--- config.mk ---
export PLATFORM = sky130hd
export DESIGN_NAME = mrbpm_mix
export DESIGN_NICKNAME = d
export VERILOG_FILES = /design/src/design/mrbpm_pkg.sv /design/src/design/mrbpm_mix.sv
export SDC_FILE = /design/constraint.sdc
export NUM_CORES = 2
export LEC_CHECK = 0
export BUFFER_PORTS_ARGS = -buffer_cell sky130_fd_sc_hd__buf_2
export CAP_MARGIN = 20
export CORE_UTILIZATION = 70
export CTS_CLUSTER_SIZE = 10
export DETAILED_ROUTE_END_ITERATION = 12
export GPL_TIMING_DRIVEN = 0
export MAX_ROUTING_LAYER = met4
export PLACE_DENSITY = 0.88
export SKIP_LAST_GASP = 1
export SYNTH_ARGS = -nofsm -noshare
export SYNTH_HDL_FRONTEND = slang
export SYNTH_SLANG_ARGS = --single-unit
--- constraint.sdc ---
create_clock -name clk_i -period 17.5 [get_ports clk_i]
set_input_delay 1.75 -clock clk_i [delete_from_list [all_inputs] [get_ports clk_i]]
set_output_delay 1.75 -clock clk_i [all_outputs]
set_load 0.02 [all_outputs]
--- src/design/mrbpm_pkg.sv ---
// mrbpm_pkg: shared constants, codes and types for the mono ring buffer pan mixer
// no dependencies; imported by the core, the mixer and the checker
package mrbpm_pkg;

  localparam int unsigned DEPTH      = 8192;
  localparam int unsigned ADDR_W     = $clog2(DEPTH);
  localparam int unsigned CNT_W      = ADDR_W + 1;
  localparam int unsigned SAMPLE_W   = 16;
  localparam int unsigned VOLUME_W   = 16;
  localparam int unsigned PAN_W      = 17;
  localparam int unsigned GAIN_W     = 18;
  localparam int unsigned OUT_W      = 18;
  localparam int unsigned LEVEL_W    = 14;
  localparam int unsigned CFG_IDX_W  = 2;
  localparam int unsigned CFG_DATA_W = 17;

  localparam logic [VOLUME_W-1:0]  VOLUME_RESET = 16'd32768;
  localparam logic signed [18:0]   Q_ONE_S      = 19'sd32768;
  localparam logic signed [19:0]   OUT_MAX_S    = 20'sd65536;
  localparam logic signed [19:0]   OUT_MIN_S    = -20'sd65536;
  localparam logic [CNT_W-1:0]     FULL_LEVEL   = CNT_W'(DEPTH);

  typedef enum logic [CFG_IDX_W-1:0] {
    CFG_VOLUME  = 2'd0,
    CFG_PAN     = 2'd1,
    CFG_PLAYING = 2'd2,
    CFG_PAUSED  = 2'd3
  } cfg_idx_e;

  typedef enum logic {
    CMD_WRITE  = 1'b0,
    CMD_RENDER = 1'b1
  } cmd_e;

  typedef struct packed {
    logic [VOLUME_W-1:0]     volume;
    logic signed [PAN_W-1:0] pan;
  } mix_cfg_t;

endpackage

--- src/design/mrbpm_mix.sv ---
// mrbpm_mix: volume and pan gain stage followed by the sample scaling stage
// depends on mrbpm_pkg
module mrbpm_mix (
  input  logic                               clk_i,
  input  logic                               start_i,
  input  mrbpm_pkg::mix_cfg_t                cfg_i,
  input  logic signed [mrbpm_pkg::SAMPLE_W-1:0] sample_i,
  output logic signed [mrbpm_pkg::OUT_W-1:0]    left_o,
  output logic signed [mrbpm_pkg::OUT_W-1:0]    right_o
);

  import mrbpm_pkg::*;

  logic [GAIN_W-1:0] gl_d, gl_q;
  logic [GAIN_W-1:0] gr_d, gr_q;
  logic signed [18:0] pan_x;

  function automatic logic [GAIN_W-1:0] gain(input logic [VOLUME_W-1:0] vol,
                                             input logic signed [18:0] pp);
    logic [32:0] prod;
    begin
      prod = {17'b0, vol} * {16'b0, pp[16:0]};
      if (pp < 0) begin
        gain = '0;
      end else begin
        gain = prod[32:15];
      end
    end
  endfunction

  function automatic logic signed [OUT_W-1:0] scale(input logic signed [SAMPLE_W-1:0] s,
                                                    input logic [GAIN_W-1:0] g);
    logic signed [34:0] se;
    logic signed [34:0] ge;
    logic signed [34:0] prod;
    logic signed [19:0] sh;
    begin
      se   = {{19{s[15]}}, s};
      ge   = {17'b0, g};
      prod = se * ge;
      sh   = prod[34:15];
      if (sh > OUT_MAX_S) begin
        scale = OUT_MAX_S[OUT_W-1:0];
      end else if (sh < OUT_MIN_S) begin
        scale = OUT_MIN_S[OUT_W-1:0];
      end else begin
        scale = sh[OUT_W-1:0];
      end
    end
  endfunction

  assign pan_x = {{2{cfg_i.pan[PAN_W-1]}}, cfg_i.pan};

  always_comb begin
    gl_d = gain(cfg_i.volume, Q_ONE_S - pan_x);
    gr_d = gain(cfg_i.volume, Q_ONE_S + pan_x);
  end

  always_ff @(posedge clk_i) begin
    if (start_i) begin
      gl_q <= gl_d;
      gr_q <= gr_d;
    end
  end

  assign left_o  = scale(sample_i, gl_q);
  assign right_o = scale(sample_i, gr_q);

endmodule

# [After elaboration in Yosys (flattened, before gate mapping)]
# Cells that the tools add are included.
[op_classes] add_sub_neg=2 n_mul=4 order_cmp=6 mux=4
[op_table] operator="18-bit two-way mux" n=4
[op_table] operator="16-bit by 19-bit multiplier with 35-bit output" n=2
[op_table] operator="16-bit by 17-bit multiplier with 33-bit output" n=2
[op_table] operator="20-bit by 18-bit > comparator with 1-bit output (second input constant)" n=2
[op_table] operator="20-bit by 17-bit less-than comparator with 1-bit output (second input constant)" n=2
[op_table] operator="18-bit by 1-bit less-than comparator with 1-bit output (second input constant)" n=2
[op_table] operator="17-bit by 17-bit adder with 18-bit output (first input constant)" n=1
[op_table] operator="17-bit by 17-bit subtractor with 18-bit output (first input constant)" n=1
[totals] register_bits=36 in_bits=51

# [Longest topological paths before layout]
[depth] depth_word=4 ltp_mapped=31

# [Worst setup path after synthesis]
# No wires, ideal clock.
[synth_timing] path_type="input to output" from="input port sample_i[7] (netlist name)" to="output port right_o[10] (netlist name)" arrival_time_ns=8.170 setup_slack_ns=7.580 path_stages=24 path_buffers=2 path_cell_list="clkbuf_1 clkbuf_1 nand2_1 fa_1 inv_1 fa_1 inv_1 fa_1 inv_1 fa_1 fa_1 inv_1 fa_1 inv_1 ha_1 a21o_1 a31o_2 a31oi_1 o21ai_0 a21oi_2 o31ai_1 xnor2_1 a31oi_2 a211oi_1"
[synth_via] elab_chain_cells=4 elab_cells_between_ends=5
[synth_rtl] item="start: declaration" line="mrbpm_mix.sv:7" rtl="input logic signed [mrbpm_pkg::SAMPLE_W-1:0] sample_i,"
[synth_rtl] item="16-bit by 19-bit multiplier with 35-bit output (*)" line="mrbpm_mix.sv:40" rtl="prod = se * ge;"
[synth_rtl] item="20-bit by 17-bit less-than comparator with 1-bit output" line="mrbpm_mix.sv:44" rtl="end else if (sh < OUT_MIN_S) begin"
[synth_rtl] item="18-bit two-way mux" line="mrbpm_mix.sv:44"
[synth_rtl] item="18-bit two-way mux (*)" line="mrbpm_mix.sv:42" rtl="if (sh > OUT_MAX_S) begin"
[synth_rtl] item="end: declaration" line="mrbpm_mix.sv:9" rtl="output logic signed [mrbpm_pkg::OUT_W-1:0] right_o"
# Every way passes the cells marked *; elsewhere a longest branch is shown, timed or not.

# [Worst setup path after layout]
[layout_timing] from="input port sample_i[8] (netlist name)" to="output port left_o[5] (netlist name)"
[layout_via] elab_chain_cells=4 elab_cells_between_ends=5
[layout_rtl] item="16-bit by 19-bit multiplier with 35-bit output (*)" line="mrbpm_mix.sv:40"
[layout_rtl] item="20-bit by 17-bit less-than comparator with 1-bit output" line="mrbpm_mix.sv:44"
[layout_rtl] item="18-bit two-way mux" line="mrbpm_mix.sv:44"
[layout_rtl] item="18-bit two-way mux (*)" line="mrbpm_mix.sv:42"
[layout_rtl] item="end: declaration" line="mrbpm_mix.sv:8" rtl="output logic signed [mrbpm_pkg::OUT_W-1:0] left_o,"
# Marked as above.

==> results.sh <==
export IMPL_status="completed"
export IMPL_routabilityCongestion=1.03
export IMPL_grt_pass1_wl_mm=166
export IMPL_firstDrtPassIters=8
export IMPL_synth_area_leaders="fa_1, ha_1, inv_1, and2_1, nand2_1"
export IMPL_max_clock_path_buffers=2
export IMPL_worstPathRequired_ns=15.75
export IMPL_path_delay_family="adder cells"
export IMPL_cp_end_kind="output port"
export IMPL_synth_edf_count=36
export IMPL_fin_ws_ns=6.11
export IMPL_synth_seq_cells=36
export IMPL_max_freq_ghz=0.0878
export IMPL_yosysMostFrequentCell="inv_1"
export IMPL_slew_violations=0
export IMPL_crit_fanout=10
export IMPL_num_vias=30100
export IMPL_synth_top_area_share_pct=45.3
export IMPL_yosys_area_top_type="fa_1"
export IMPL_maxCapViolations=0
export IMPL_netlist_area_mm2=0.0378
export IMPL_fp_row_count=84
export IMPL_setup_viol=0
export IMPL_ff_latch_area_mm2=0.00108
export IMPL_ctsHoldBuffers=0
export IMPL_grt_pass1_vias=32300
export IMPL_dieArea_mm2=0.0550
export IMPL_fin_crit_sh_pct=65.1
export IMPL_die_height_um=234
export IMPL_final_antenna_net_count=0
export IMPL_nFillCells=3844
export IMPL_max_slew_margin_pct=26.0
export IMPL_drive_gt1_share_pct=2.79
export IMPL_htreeDepth=2
export IMPL_grt_max_degree=37
export IMPL_avgRoutedWirePerCell_um=20.3
export IMPL_postLayoutCellArea_mm2=0.0392
export IMPL_critPathSlowestCell="clkbuf_1"
export IMPL_dp_slack_ns=6.29
export IMPL_syn_area_per_cell_um2=8.79
export IMPL_synth_common_cells="inv_1, fa_1, nand2_1"
export IMPL_post_cts_buffers=0
export IMPL_worst_path_buf_inv=7
export IMPL_fp_dieW_um=234
export IMPL_wl_mm=103
export IMPL_async_reset_ff_share_pct=0
export IMPL_grt_ovfl_total=0
export IMPL_io_buffers=67
export IMPL_tightest_slew_ns=1.10
export IMPL_startpoint_type="input pin"
export IMPL_drc=0
export IMPL_initial_utilization_pct=71.4
export IMPL_cts_buffers=5
export IMPL_ys_seq_area_share_pct=2.86
export IMPL_synthesis_nets=5662
export IMPL_synthCells=4301
export IMPL_initialDrtViolationCount=2545
export IMPL_grtUsageTotal_pct=40.9
export IMPL_yosysWarnings=0
export IMPL_holdWs_ns=2.12
export IMPL_antenna_found_initial=10
export IMPL_cts_sinks=36
export IMPL_critical_path_class="input pin to output port"
export IMPL_nNetsFinal=5736
export IMPL_fin_tns_setup_ns=0
export IMPL_rsz0062_at_grt="no"
export IMPL_crit_path_frequent_cell="fa_1"
export IMPL_cts_tree="done"
export IMPL_finalCriticalPeriod_ns=11.39
export IMPL_cts_clk_slew_worst_paths_ns=0.06
export IMPL_via_per_inst=5.94
export IMPL_root_buffer="clkbuf_16"
export IMPL_cp_data_arrival_time_ns=9.64
export IMPL_whs_path_depth=1
export IMPL_area_growth_pct=3.67
export IMPL_placed_area_mm2=0.0390
export IMPL_hold_class="input pin to flop"
export IMPL_core_area_mm2=0.0530
export IMPL_crit_path_max_incr_delay_ns=0.72
export IMPL_hold_viol=0
export IMPL_critical_path_depth=25
export IMPL_ios=87
export IMPL_post_dp_hpwl_mm=88.0
export IMPL_post_cts_resized=0
export IMPL_synth_cell_type_count=83
export IMPL_yosys_most_used_dff="edfxtp_1"
export IMPL_multi_input_area_mm2=0.0321
==> cell type report <==
cell class,instances,area share (%)
Multi-Input combinational cell,3044,82.0
Inverter,1012,9.69
Sequential cell,36,2.76
Tap cell,688,2.20
Buffer,209,2.05
Timing Repair Buffer,67,0.855
Clock buffer,5,0.319
Clock inverter,3,0.109
Antenna cell,10,0.0638
==> cells by family (layout without fill, tap and decap cells) <==
logic type / after synthesis / in the layout / share of synthesized area [%]
xor gates and xnor gates: 92 / 92 / 2.13
muxes: 4 / 4 / 0.109
buffers and inverters: 1221 / 1296 / 12.2
and+or+nand+nor: 1376 / 1376 / 17.5
other: 0 / 10 / 0
AOI/OAI and AO/OA: 262 / 262 / 4.88
DFF: 36 / 36 / 2.86
adders and majority gates: 1310 / 1310 / 60.3
==> registers in the layout, indices dropped and copies added (netlist names) <==
signal and cells:
gl_q 18, gr_q 18
==> metal layers <==
metal  routed length (µm)  GRT usage [%]  vias to the layer above
li1                     -              -                    12900
met1                35100           46.2                    14900
met2                49300           66.7                     1718
met3                10800           8.50                      587
met4                 7780           25.6                        0
met5                    0              -                        -
==> final timing paths <==
kind	start	endpoint	slack, ns
worst max-delay path	sample_i[8]	left_o[5]	6.11
worst min-delay path	start_i	gr_q[0]	2.12
==> through the flow <==
stage,std cells,utilization [%]
final,5074,74.0
after global routing,5073,74.0
after CTS,5064,74.0
after detailed placement,5056,73.7
after global placement,5056,73.7
after floorplan,4301,-
==> cells in the final DEF (no fill, tap or decap), types with 62 or more instances in the layout <==
cell,netlist,routed
nand2_1,689,689
clkbuf_1,193,193
fa_1,856,856
and2_1,420,420
inv_1,1012,1012
buf_2,7,74
nor2_1,98,98
a21oi_1,82,82
ha_1,454,454
xnor2_1,62,62
Power is not shown: default switching activity piles up to over one toggle a cycle in this logic, so the estimate is an artifact.
